File: src/rtl/rpts_pkg.sv
`timescale 1ns / 1ps
`default_nettype none
// ----------------------------------------------------------------------------
// rpts_pkg
// Shared constants and controller/datapath interface types for the ring pair
// triangle stitcher.
// ----------------------------------------------------------------------------
package rpts_pkg;

  localparam int MAX_SEGMENTS_DEF = 32;
  localparam int INDEX_BITS_DEF   = 16;

  localparam int SEG_W      = 6;   // ring_segments field
  localparam int VTX_W      = 16;  // vertex index fields
  localparam int IN_DATA_W  = 8;   // ring_segments padded to a byte
  localparam int OUT_DATA_W = 3 * VTX_W;

  // controller -> datapath
  typedef struct packed {
    logic load_first;  // start a new mesh with this ring
    logic start;       // latch a ring pair and prime the stitch counters
    logic emit;        // produce one triangle into the output register
  } rpts_cmd_t;

  // datapath -> controller
  typedef struct packed {
    logic new_mesh;    // incoming ring begins a mesh
    logic pair_empty;  // incoming pair yields no triangles
    logic last_step;   // current triangle is the last of the pair
  } rpts_sts_t;

endpackage
`default_nettype wire

File: src/rtl/ring_pair_triangle_stitcher.sv
`timescale 1ns / 1ps
`default_nettype none
// ----------------------------------------------------------------------------
// ring_pair_triangle_stitcher
// Stitches consecutive rings of a tube mesh into index triangles.
// ----------------------------------------------------------------------------
// Each input word is one ring (segment count, first-ring flag in tuser). The
// first ring of a mesh only records its segment count and sets the base
// vertex to zero; every later ring is stitched to the one before it and
// yields numA+numB triangles, streamed one per cycle by the stitch counter
// while the output is not stalled, the last one flagged with tlast. A new
// ring is not taken until the last triangle of the pair has been emitted.
// tuser on the output flags a vertex index that wrapped past INDEX_BITS
// bits, sticky from the ring where the base wrapped until the next first
// ring. The final triangle may wait in the output register while the next
// ring is taken.
// ----------------------------------------------------------------------------
module ring_pair_triangle_stitcher #(
  parameter int MAX_SEGMENTS = rpts_pkg::MAX_SEGMENTS_DEF,
  parameter int INDEX_BITS   = rpts_pkg::INDEX_BITS_DEF
) (
  input  wire                                clk,
  input  wire                                rst_n,
  input  wire                                in_tvalid,
  output logic                               in_tready,
  input  wire  [rpts_pkg::IN_DATA_W-1:0]     in_tdata,   // [5:0] ring_segments
  input  wire                                in_tuser,   // first_ring
  output logic                               out_tvalid,
  input  wire                                out_tready,
  output logic [rpts_pkg::OUT_DATA_W-1:0]    out_tdata,  // vertex_a, vertex_b, vertex_c
  output logic                               out_tlast,  // last_triangle
  output logic                               out_tuser   // index_overflow
);
  import rpts_pkg::*;

  rpts_cmd_t        cmd;
  rpts_sts_t        sts;
  logic [VTX_W-1:0] vertex_a, vertex_b, vertex_c;

  rpts_ctrl u_ctrl (
    .clk        (clk),
    .rst_n      (rst_n),
    .in_tvalid  (in_tvalid),
    .in_tready  (in_tready),
    .out_tvalid (out_tvalid),
    .out_tready (out_tready),
    .sts        (sts),
    .cmd        (cmd)
  );

  rpts_dp #(
    .MAX_SEGMENTS (MAX_SEGMENTS),
    .INDEX_BITS   (INDEX_BITS)
  ) u_dp (
    .clk            (clk),
    .rst_n          (rst_n),
    .ring_segments  (in_tdata[SEG_W-1:0]),
    .first_ring     (in_tuser),
    .cmd            (cmd),
    .sts            (sts),
    .vertex_a       (vertex_a),
    .vertex_b       (vertex_b),
    .vertex_c       (vertex_c),
    .last_triangle  (out_tlast),
    .index_overflow (out_tuser)
  );

  assign out_tdata = {vertex_c, vertex_b, vertex_a};

endmodule
`default_nettype wire

File: src/rtl/rpts_ctrl.sv
`timescale 1ns / 1ps
`default_nettype none
// ----------------------------------------------------------------------------
// rpts_ctrl
// Sequencer: accepts rings, walks the stitch loop one triangle per cycle
// while the output slot is free, and owns the output valid flag.
// ----------------------------------------------------------------------------
module rpts_ctrl (
  input  wire                  clk,
  input  wire                  rst_n,
  input  wire                  in_tvalid,
  output logic                 in_tready,
  output logic                 out_tvalid,
  input  wire                  out_tready,
  input  rpts_pkg::rpts_sts_t  sts,
  output rpts_pkg::rpts_cmd_t  cmd
);
  import rpts_pkg::*;

  localparam logic [0:0] ST_IDLE = 1'b0;
  localparam logic [0:0] ST_RUN  = 1'b1;

  logic [0:0] state_r, state_nxt;
  logic       out_valid_r, out_valid_nxt;
  logic       accept;
  logic       slot_free;

  assign in_tready  = (state_r == ST_IDLE);
  assign out_tvalid = out_valid_r;
  assign accept     = in_tvalid && in_tready;
  assign slot_free  = !out_valid_r || out_tready;

  always_comb begin
    state_nxt      = state_r;
    cmd.load_first = 1'b0;
    cmd.start      = 1'b0;
    cmd.emit       = 1'b0;
    unique case (state_r)
      ST_IDLE: begin
        if (accept) begin
          if (sts.new_mesh) begin
            cmd.load_first = 1'b1;
          end else begin
            cmd.start = 1'b1;
            if (!sts.pair_empty) begin
              state_nxt = ST_RUN;
            end
          end
        end
      end
      ST_RUN: begin
        if (slot_free) begin
          cmd.emit = 1'b1;
          if (sts.last_step) begin
            state_nxt = ST_IDLE;
          end
        end
      end
      default: state_nxt = ST_IDLE;
    endcase
  end

  always_comb begin
    if (cmd.emit) begin
      out_valid_nxt = 1'b1;
    end else if (out_tready) begin
      out_valid_nxt = 1'b0;
    end else begin
      out_valid_nxt = out_valid_r;
    end
  end

  always_ff @(posedge clk) begin
    if (!rst_n) begin
      state_r     <= ST_IDLE;
      out_valid_r <= 1'b0;
    end else begin
      state_r     <= state_nxt;
      out_valid_r <= out_valid_nxt;
    end
  end

endmodule
`default_nettype wire

File: src/rtl/rpts_dp.sv
`timescale 1ns / 1ps
`default_nettype none
// ----------------------------------------------------------------------------
// rpts_dp
// Datapath: previous-ring state, stitch counters with cross-product
// accumulators, vertex index adders and the output register.
// ----------------------------------------------------------------------------
module rpts_dp #(
  parameter int MAX_SEGMENTS = rpts_pkg::MAX_SEGMENTS_DEF,
  parameter int INDEX_BITS   = rpts_pkg::INDEX_BITS_DEF
) (
  input  wire                          clk,
  input  wire                          rst_n,
  input  wire  [rpts_pkg::SEG_W-1:0]   ring_segments,
  input  wire                          first_ring,
  input  rpts_pkg::rpts_cmd_t          cmd,
  output rpts_pkg::rpts_sts_t          sts,
  output logic [rpts_pkg::VTX_W-1:0]   vertex_a,
  output logic [rpts_pkg::VTX_W-1:0]   vertex_b,
  output logic [rpts_pkg::VTX_W-1:0]   vertex_c,
  output logic                         last_triangle,
  output logic                         index_overflow
);
  import rpts_pkg::*;

  localparam int NSEG_W = $clog2(MAX_SEGMENTS + 1);
  localparam int CNT_W  = $clog2(2 * MAX_SEGMENTS + 1);
  localparam int ACC_W  = CNT_W + NSEG_W;
  localparam int SUM_W  = INDEX_BITS + 1;
  localparam int EXT_W  = (INDEX_BITS > VTX_W) ? INDEX_BITS : VTX_W;

  // ring-local index wrap: v mod (n+1), v never beyond n+1 unless n is zero
  function automatic logic [NSEG_W-1:0] wrap_idx(input logic [CNT_W:0] v,
                                                 input logic [NSEG_W-1:0] n);
    logic [NSEG_W-1:0] r;
    if (n == '0) begin
      r = '0;
    end else if (v > (CNT_W + 1)'(n)) begin
      r = '0;
    end else begin
      r = v[NSEG_W-1:0];
    end
    return r;
  endfunction

  function automatic logic [VTX_W-1:0] to_vtx(input logic [INDEX_BITS-1:0] idx);
    logic [EXT_W-1:0] ext;
    ext = EXT_W'(idx);
    return ext[VTX_W-1:0];
  endfunction

  // previous ring
  logic [NSEG_W-1:0]     prev_seg_r;
  logic [INDEX_BITS-1:0] prev_base_r;
  logic                  sticky_r;
  logic                  have_r;

  // current pair
  logic [NSEG_W-1:0]     num_a_r, num_b_r;
  logic [INDEX_BITS-1:0] base_a_r, base_b_r;
  logic                  run_sticky_r;
  logic [CNT_W-1:0]      idx_a_r, idx_b_r, rem_r;
  logic [ACC_W-1:0]      acc_a_r, acc_b_r;

  // output word
  logic [VTX_W-1:0]      vtx_a_r, vtx_b_r, vtx_c_r;
  logic                  last_r, ovf_r;

  logic [NSEG_W-1:0]     seg_sat;
  logic [CNT_W-1:0]      total;
  logic [SUM_W-1:0]      raw_b;
  logic                  a_side;
  logic [NSEG_W-1:0]     oa0, oa1, ob0, ob1;
  logic [INDEX_BITS-1:0] base0, base1, base2;
  logic [NSEG_W-1:0]     off0, off1, off2;
  logic [SUM_W-1:0]      sum0, sum1, sum2;

  assign seg_sat = (ring_segments > SEG_W'(MAX_SEGMENTS)) ? NSEG_W'(MAX_SEGMENTS)
                                                          : NSEG_W'(ring_segments);
  assign total   = CNT_W'(prev_seg_r) + CNT_W'(seg_sat);
  assign raw_b   = {1'b0, prev_base_r} + SUM_W'(prev_seg_r) + SUM_W'(1);

  assign sts.new_mesh   = first_ring || !have_r;
  assign sts.pair_empty = (total == '0);
  assign sts.last_step  = (rem_r == CNT_W'(1));

  // A-side triangle when idxA*numB <= idxB*numA
  assign a_side = (acc_a_r <= acc_b_r);

  assign oa0 = wrap_idx({1'b0, idx_a_r}, num_a_r);
  assign oa1 = wrap_idx({1'b0, idx_a_r} + (CNT_W + 1)'(1), num_a_r);
  assign ob0 = wrap_idx({1'b0, idx_b_r}, num_b_r);
  assign ob1 = wrap_idx({1'b0, idx_b_r} + (CNT_W + 1)'(1), num_b_r);

  always_comb begin
    if (a_side) begin
      base0 = base_a_r; off0 = oa0;
      base1 = base_a_r; off1 = oa1;
      base2 = base_b_r; off2 = ob0;
    end else begin
      base0 = base_b_r; off0 = ob1;
      base1 = base_b_r; off1 = ob0;
      base2 = base_a_r; off2 = oa0;
    end
  end

  assign sum0 = {1'b0, base0} + SUM_W'(off0);
  assign sum1 = {1'b0, base1} + SUM_W'(off1);
  assign sum2 = {1'b0, base2} + SUM_W'(off2);

  always_ff @(posedge clk) begin
    if (!rst_n) begin
      prev_seg_r  <= '0;
      prev_base_r <= '0;
      sticky_r    <= 1'b0;
      have_r      <= 1'b0;
    end else if (cmd.load_first) begin
      prev_seg_r  <= seg_sat;
      prev_base_r <= '0;
      sticky_r    <= 1'b0;
      have_r      <= 1'b1;
    end else if (cmd.start) begin
      prev_seg_r  <= seg_sat;
      prev_base_r <= raw_b[INDEX_BITS-1:0];
      sticky_r    <= sticky_r || raw_b[INDEX_BITS];
    end
  end

  always_ff @(posedge clk) begin
    if (cmd.start) begin
      num_a_r      <= prev_seg_r;
      num_b_r      <= seg_sat;
      base_a_r     <= prev_base_r;
      base_b_r     <= raw_b[INDEX_BITS-1:0];
      run_sticky_r <= sticky_r || raw_b[INDEX_BITS];
      idx_a_r      <= '0;
      idx_b_r      <= '0;
      acc_a_r      <= '0;
      acc_b_r      <= '0;
      rem_r        <= total;
    end else if (cmd.emit) begin
      rem_r <= rem_r - CNT_W'(1);
      if (a_side) begin
        idx_a_r <= idx_a_r + CNT_W'(1);
        acc_a_r <= acc_a_r + ACC_W'(num_b_r);
      end else begin
        idx_b_r <= idx_b_r + CNT_W'(1);
        acc_b_r <= acc_b_r + ACC_W'(num_a_r);
      end
    end
  end

  always_ff @(posedge clk) begin
    if (cmd.emit) begin
      vtx_a_r <= to_vtx(sum0[INDEX_BITS-1:0]);
      vtx_b_r <= to_vtx(sum1[INDEX_BITS-1:0]);
      vtx_c_r <= to_vtx(sum2[INDEX_BITS-1:0]);
      last_r  <= sts.last_step;
      ovf_r   <= run_sticky_r || sum0[INDEX_BITS] || sum1[INDEX_BITS] || sum2[INDEX_BITS];
    end
  end

  assign vertex_a       = vtx_a_r;
  assign vertex_b       = vtx_b_r;
  assign vertex_c       = vtx_c_r;
  assign last_triangle  = last_r;
  assign index_overflow = ovf_r;

endmodule
`default_nettype wire

File: config.mk
export PLATFORM = sky130hd
export DESIGN_NAME = ring_pair_triangle_stitcher
export DESIGN_NICKNAME = d
export VERILOG_FILES = /design/src/rtl/rpts_pkg.sv /design/src/rtl/ring_pair_triangle_stitcher.sv /design/src/rtl/rpts_ctrl.sv /design/src/rtl/rpts_dp.sv
export SDC_FILE = /design/constraint.sdc
export NUM_CORES = 1
export LEC_CHECK = 0
export ABC_AREA = 1
export ABC_CLOCK_PERIOD_IN_PS = 5400
export BUFFER_PORTS_ARGS = -buffer_cell sky130_fd_sc_hd__buf_4
export CORE_UTILIZATION = 60
export CTS_BUF_LIST = sky130_fd_sc_hd__clkbuf_8
export CTS_CLUSTER_DIAMETER = 80
export DETAILED_ROUTE_END_ITERATION = 7
export PLACE_DENSITY = 0.87
export SLEW_MARGIN = 20
export SYNTH_ARGS = -nofsm -noshare
export SYNTH_HDL_FRONTEND = slang
export SYNTH_HIERARCHICAL = 1
export SYNTH_SLANG_ARGS = --single-unit
File: constraint.sdc
create_clock -name clk -period 5.4 [get_ports clk]
set_input_delay 0.27 -clock clk [delete_from_list [all_inputs] [get_ports clk]]
set_output_delay 0.27 -clock clk [all_outputs]
set_load 0.1 [all_outputs]
### Yosys cells after proc, flatten, opt, wreduce, memory -nomap -nowiden

Cells that the tools add are included.

* register bits after elaboration: 168
* bits in latches: 0
* RAM bits: 0
* memory bits (read-only): 0
* bits of input ports: 13
* output and inout bits: 52
* logic and storage cells: 94
* memories: 0

* add/sub/neg operators: 13
* $mul: 0
* divide/modulo/power cells: 0
* order comparisons: 6
* equality and inequality tests: 1
* shift-type cells: 0
* multiplexer cells: 32
* bitwise gates (word level): 3
* reductions and logical operators: 18

Operator list (number)
* 6-bit two-way mux: 14
* 16-bit by 6-bit adder with 17-bit output: 4
* 16-bit two-way mux: 2
* 13-bit by 6-bit adder with 13-bit output: 2
* 17-bit by 1-bit adder with 17-bit output (second input constant): 1
* 7-bit by 1-bit adder with 8-bit output (second input constant): 2
* 8-bit by 6-bit > comparator with 1-bit output: 2
* 7-bit by 1-bit adder with 7-bit output (second input constant): 2
* 7-bit by 6-bit > comparator with 1-bit output: 2
* 7-bit two-way mux: 2
* 13-bit less-or-equal comparator: 1
* 6-bit zero test: 2
* 1-bit two-way mux: 11
* 6-bit by 6-bit adder with 7-bit output: 1
* 7-bit by 1-bit == test with 1-bit output (second input constant): 1
* 7-bit zero test: 1
* 7-bit by 1-bit subtractor with 7-bit output (second input constant): 1
* 6-bit > comparator (second input constant): 1
* 1-bit logical OR: 6
* 2-bit nonzero test: 3
* 2-bit two-way mux: 2
* 2-bit AND reduction: 2
* 1-bit inverter: 3
* 1-bit zero test: 2
* other kinds (3): 3

### Logic depth before layout (Yosys ltp)

* depth after elaboration: 9
* depth in mapped cells: 27
* mapped depth without buffers: 27

### Modules after synthesis

The synthesis kept the hierarchy.

Modules (own cells, without submodules)
* rpts_dp: instances 1, cells each 1196, area an instance 10148.5 um^2, seq. area each 4344.2 um^2
* rpts_ctrl: instances 1, cells each 20, area an instance 121.4 um^2, seq. area each 40.0 um^2

### Worst setup path after synthesis

OpenSTA, ideal clock, no wires.

* path type: register to register
* from: register u_dp.idx_b_r[0]
* to: register u_dp.vtx_a_r[12], in the netlist u_dp/vertex_a[12], data pin
* setup time: 0.253 ns
* arrival time: 3.580 ns
* data required time: 5.147 ns
* setup slack: 1.568 ns
* cell stages (with the launch flop): 28
* buffers on the path: 0
* clock period less this slack: 3.832 ns
* path through: dfxtp_1 > inv_1 > nor3_1 > nand3_1 > nor2_1 > inv_1 > nand2_1 > inv_1 > ha_1 > nand2_1 > inv_1 > a21oi_1 > nand2_1 > nand2_1 > nor3b_1 > nand4_1 > o21ai_0 > ha_1 > fa_1 > nand3_1 > a21oi_1 > o21ai_0 > nand2_1 > nand3_1 > nor2_2 > nand2_1 > nand2_1 > nand2_1

* longest elaborated chain between the ends: 6

RTL lines
* from (decl): line rpts_dp.sv:62 `logic [CNT_W-1:0] idx_a_r, idx_b_r, rem_r;`
* from (signal assigned): line rpts_dp.sv:147 `idx_b_r <= idx_b_r + CNT_W'(1);`
* 7-bit by 1-bit adder with 8-bit output (*): line rpts_dp.sv:93 `assign ob1 = wrap_idx({1'b0, idx_b_r} + (CNT_W + 1)'(1), num_b_r);`
* 8-bit by 6-bit > comparator with 1-bit output: line rpts_dp.sv:38 `end else if (v > (CNT_W + 1)'(n)) begin`
* 6-bit two-way mux (*): line rpts_dp.sv:38
* 6-bit two-way mux (*): line rpts_dp.sv:36 `if (n == '0) begin`
* 6-bit two-way mux (*): line rpts_dp.sv:96 `if (a_side) begin`
* 16-bit by 6-bit adder with 17-bit output (*): line rpts_dp.sv:107 `assign sum0 = {1'b0, base0} + SUM_W'(off0);`
* named net u_dp.sum0[12]: line rpts_dp.sv:76 `logic [SUM_W-1:0] sum0, sum1, sum2;`
* to (signal assigned): line rpts_dp.sv:155 `vtx_a_r <= to_vtx(sum0[INDEX_BITS-1:0]);`
* to (decl): line rpts_dp.sv:66 `logic [VTX_W-1:0] vtx_a_r, vtx_b_r, vtx_c_r;`

Mark *: on every way through the listed nets, which the timed path passes. The rest lies on a longest branch.
A chain may end at the register's enable or synchronous reset.

### Final worst setup path

* from: register u_dp.idx_a_r[0]
* to: register u_dp.vtx_b_r[11], in the netlist u_dp/vertex_b[11], data pin

* longest elaborated chain between the ends: 6

RTL lines
* from (decl): line rpts_dp.sv:62
* from (signal assigned): line rpts_dp.sv:144 `idx_a_r <= idx_a_r + CNT_W'(1);`
* 7-bit by 1-bit adder with 8-bit output (*): line rpts_dp.sv:91 `assign oa1 = wrap_idx({1'b0, idx_a_r} + (CNT_W + 1)'(1), num_a_r);`
* 8-bit by 6-bit > comparator with 1-bit output: line rpts_dp.sv:38
* 6-bit two-way mux (*): line rpts_dp.sv:38
* 6-bit two-way mux (*): line rpts_dp.sv:36
* 6-bit two-way mux (*): line rpts_dp.sv:96
* 16-bit by 6-bit adder with 17-bit output (*): line rpts_dp.sv:108 `assign sum1 = {1'b0, base1} + SUM_W'(off1);`
* named net u_dp.sum1[11]: line rpts_dp.sv:76
* to (signal assigned): line rpts_dp.sv:156 `vtx_b_r <= to_vtx(sum1[INDEX_BITS-1:0]);`
* to (decl): line rpts_dp.sv:66

Marked as above.

==> metrics.cfg <==
[outcome]
outcome=finished clean

[floorplan]
num_io_pins=65
die-height_um=133
start_util_pct=61.7
core-area_um2=16600
die_x_um=133
dieArea_um2=17600
rows=47

[clocking]
cts_root_buffer=clkbuf_8
cts_made_buffers=17
h-tree-depth=4
clk_pin_slew_ps=90
cts_resized=0
clockBufferDepth=2
cts_tree=done
hold_buffers=0
clk_latency_ps=460
post_cts_buffers=0
cts.sinks=168

[final_layout]
fill_cells=1283
final_cells=1506
synthToLayoutAreaGrowth_pct=10.1
drive_gt1_share_pct=10.7
final_nets=1376
diodes=0
multiInputGateArea_um2=5100
regArea_um2=4380

[detailed_routing]
drt-initial-drc-count=794
wire_per_inst_um=14.7
wl_um=22100
drcViolationCount=0
antenna_left=0
vias=8430
drt_first_pass_iters=6
avgViaCountPerCell=5.60

[critical_path]
r2r-end=u_dp/vertex_b[11]$_DFFE_PP_
r2r-start=u_dp/idx_a_r[0]$_SDFFE_PP0P_
arrival_ps=5080
reg2reg_setup_slack_ps=530
crit_path_end_kind=register
crit_type=register to register
reg2regPathDepth=20
setup.worst_path.start=u_dp/idx_a_r[0]$_SDFFE_PP0P_
crit_required_ps=5610
cp_max_fo=6
crit_end=u_dp/vertex_b[11]$_DFFE_PP_
startpoint_type=register

[synth]
ys_top_cells_by_area=edfxtp_1 (30%), dfxtp_1 (13%), ha_1 (10%)
seq_area_frac_synth_pct=42.7
netlist_instances=1216
yosys_warnings=6
synth_top_cell_by_area=edfxtp_1
ys_top_cells_by_count=nand2_1 (225), inv_1 (172), edfxtp_1 (102), o21ai_0 (96), a21oi_1 (94)
synth_top_area_share_pct=29.8
yosysMostFrequentCell=nand2_1
synth_flop_cell=edfxtp_1
ys_types=47
syn_nets=1319
synth_edf_count=102
syn_area_um2=10300
async_flop_share_pct=0
avgSynthCellArea_um2=8.45
ys_ff_latch=168

[power]
leakagePower_nw=5.24
finalPower_w=0.00693
power_density_nw_per_um2=613
peakVddDrop_mv=0.338

[grt]
grt_pass1_vias=7956
grt_max_degree=71
grt-ovfl-total=0
antenna_found_initial=0
grt_pass1_wl_um=36900
track_usage_pct=26.1

[timing]
finalHoldViolations=0
fmax_mhz=205
fin_tns_setup_ps=0
relSlewSlack_pct=45.5
setup_viol=0
clock_skew_ps=12.9
tightest_slew_ps=818
fin_crit_sh_pct=90.3
maxSlewViolCount=0
final.min_clock_period_ps=4870
rsz0062_at_grt=false

[job]
cap_violations=0

[placed_design]
dpl.hpwl_um=16600
port_buffers=62
gp_congestion=0.909
dpl.cell_count=1474

[min_path]
hold_class=primary input to register

==> worst max-delay path, stage by stage (launching register included) <==
cell	delay (ps)
dfxtp_1	410
inv_1	140
nor3_1	380
nand3_1	180
xor2_1	280
inv_1	110
ha_1	320
nand2_1	70
or4_1	390
a21oi_1	410
nand3_1	170
o21ai_0	130
ha_1	340
a21oi_1	180
nand2_1	90
a21oi_1	180
o21bai_1	120
a21oi_1	340
nor2_1	190
nand2_1	120
xor2_1	70
==> sequential cells by signal, summed over array words and instances, names as in the netlist <==
| register | cells |
|---|---|
| u_ctrl/out_tvalid | 1 |
| u_ctrl/state_r | 1 |
| u_dp/acc_a_r | 13 |
| u_dp/acc_b_r | 13 |
| u_dp/base_a_r | 16 |
| u_dp/base_b_r | 16 |
| u_dp/have_r | 1 |
| u_dp/idx_a_r | 7 |
| u_dp/idx_b_r | 7 |
| u_dp/index_overflow | 1 |
| u_dp/last_triangle | 1 |
| u_dp/num_a_r | 6 |
| u_dp/num_b_r | 6 |
| u_dp/prev_base_r | 16 |
| u_dp/prev_seg_r | 6 |
| u_dp/rem_r | 7 |
| u_dp/run_sticky_r | 1 |
| u_dp/sticky_r | 1 |
| u_dp/vertex_a | 16 |
| u_dp/vertex_b | 16 |
| u_dp/vertex_c | 16 |
==> power by group <==
part           total (W)  leakage (nW)  internal (W)  switching (W)
clock network   0.000854         0.192      0.000373       0.000480
logic            0.00417          3.57       0.00128        0.00290
registers        0.00190          1.48       0.00175       0.000149
==> placed cells by master (no fill, tap or decap), drive strengths merged, types with 2 or more instances in the layout <==
master	count
a211oi	2
a21o	6
a21oi	95
a31oi	4
buf	68
clkbuf	17
clkinv	7
clkinvlp	2
dfxtp	66
edfxtp	102
fa	7
ha	83
inv	179
mux2i	5
nand2	238
nand3	89
nand3b	7
nand4	24
nor2	91
nor3	9
nor4	5
o21ai	98
o21bai	6
xnor2	8
xor2	57
==> how the worst min path moves through the flow <==
| stage | slack, ps | depth (start not counted) | endpoint | startpoint |
|---|---|---|---|---|
| 3_5_place_dp | 450 | 0 | u_dp/base_a_r[14]$_DFFE_PP_ | u_dp/prev_base_r[14]$_SDFFE_PP0P_ |
| 5_1_grt | 10 | 1 | u_dp/num_b_r[5]$_DFFE_PP_ | in_tdata[5] |
| 4_1_cts | 20 | 1 | u_dp/num_b_r[5]$_DFFE_PP_ | in_tdata[5] |
| 2_1_floorplan | 410 | 2 | u_dp/prev_seg_r[5]$_SDFFE_PN0P_ | rst_n |
| 6_report | 40 | 1 | u_dp/num_b_r[5]$_DFFE_PP_ | in_tdata[5] |
| 3_3_place_gp | 440 | 0 | u_dp/base_a_r[0]$_DFFE_PP_ | u_dp/prev_base_r[0]$_SDFFE_PP0P_ |
==> cell type report <==
cell class | instances | share of cell area (%)
tap | 220 | 2.43
timing repair buffer | 68 | 4.52
inverter | 174 | 5.78
clock buffer | 17 | 2.07
sequential | 168 | 38.8
multi-input combinational | 844 | 45.2
clock inverter | 15 | 1.26
==> cell families after synthesis <==
group	after synthesis	synth area share [%]
compound gates	218	11.4
buf+inv	204	7.79
mux	5	0.487
flops	168	42.7
xor+xnor	65	5.54
fa+ha+maj	90	11.5
simple gates	466	20.7
==> layer usage <==
metal	vias up	routed length, um	global-route usage (%)
met5	-	0	0
met2	330	10600	44.2
met3	38	1560	4.44
met1	3878	9520	34.0
li1	4184	-	-
met4	0	393	8.49
==> stage by stage <==
step | utilization [%] | setup WS [ps] | hold WS [ps] | area (um2)
floorplan | - | 1570 | 406 | 10300
global placement | 65.7 | 921 | 438 | 10900
detailed placement | 65.7 | 758 | 449 | 10900
CTS | 67.9 | 654 | 19.0 | 11300
global route | 67.9 | 179 | 11.4 | 11300
finish | 67.9 | 526 | 39.6 | 11300
Note: power is estimated with default switching activity, not from simulation.
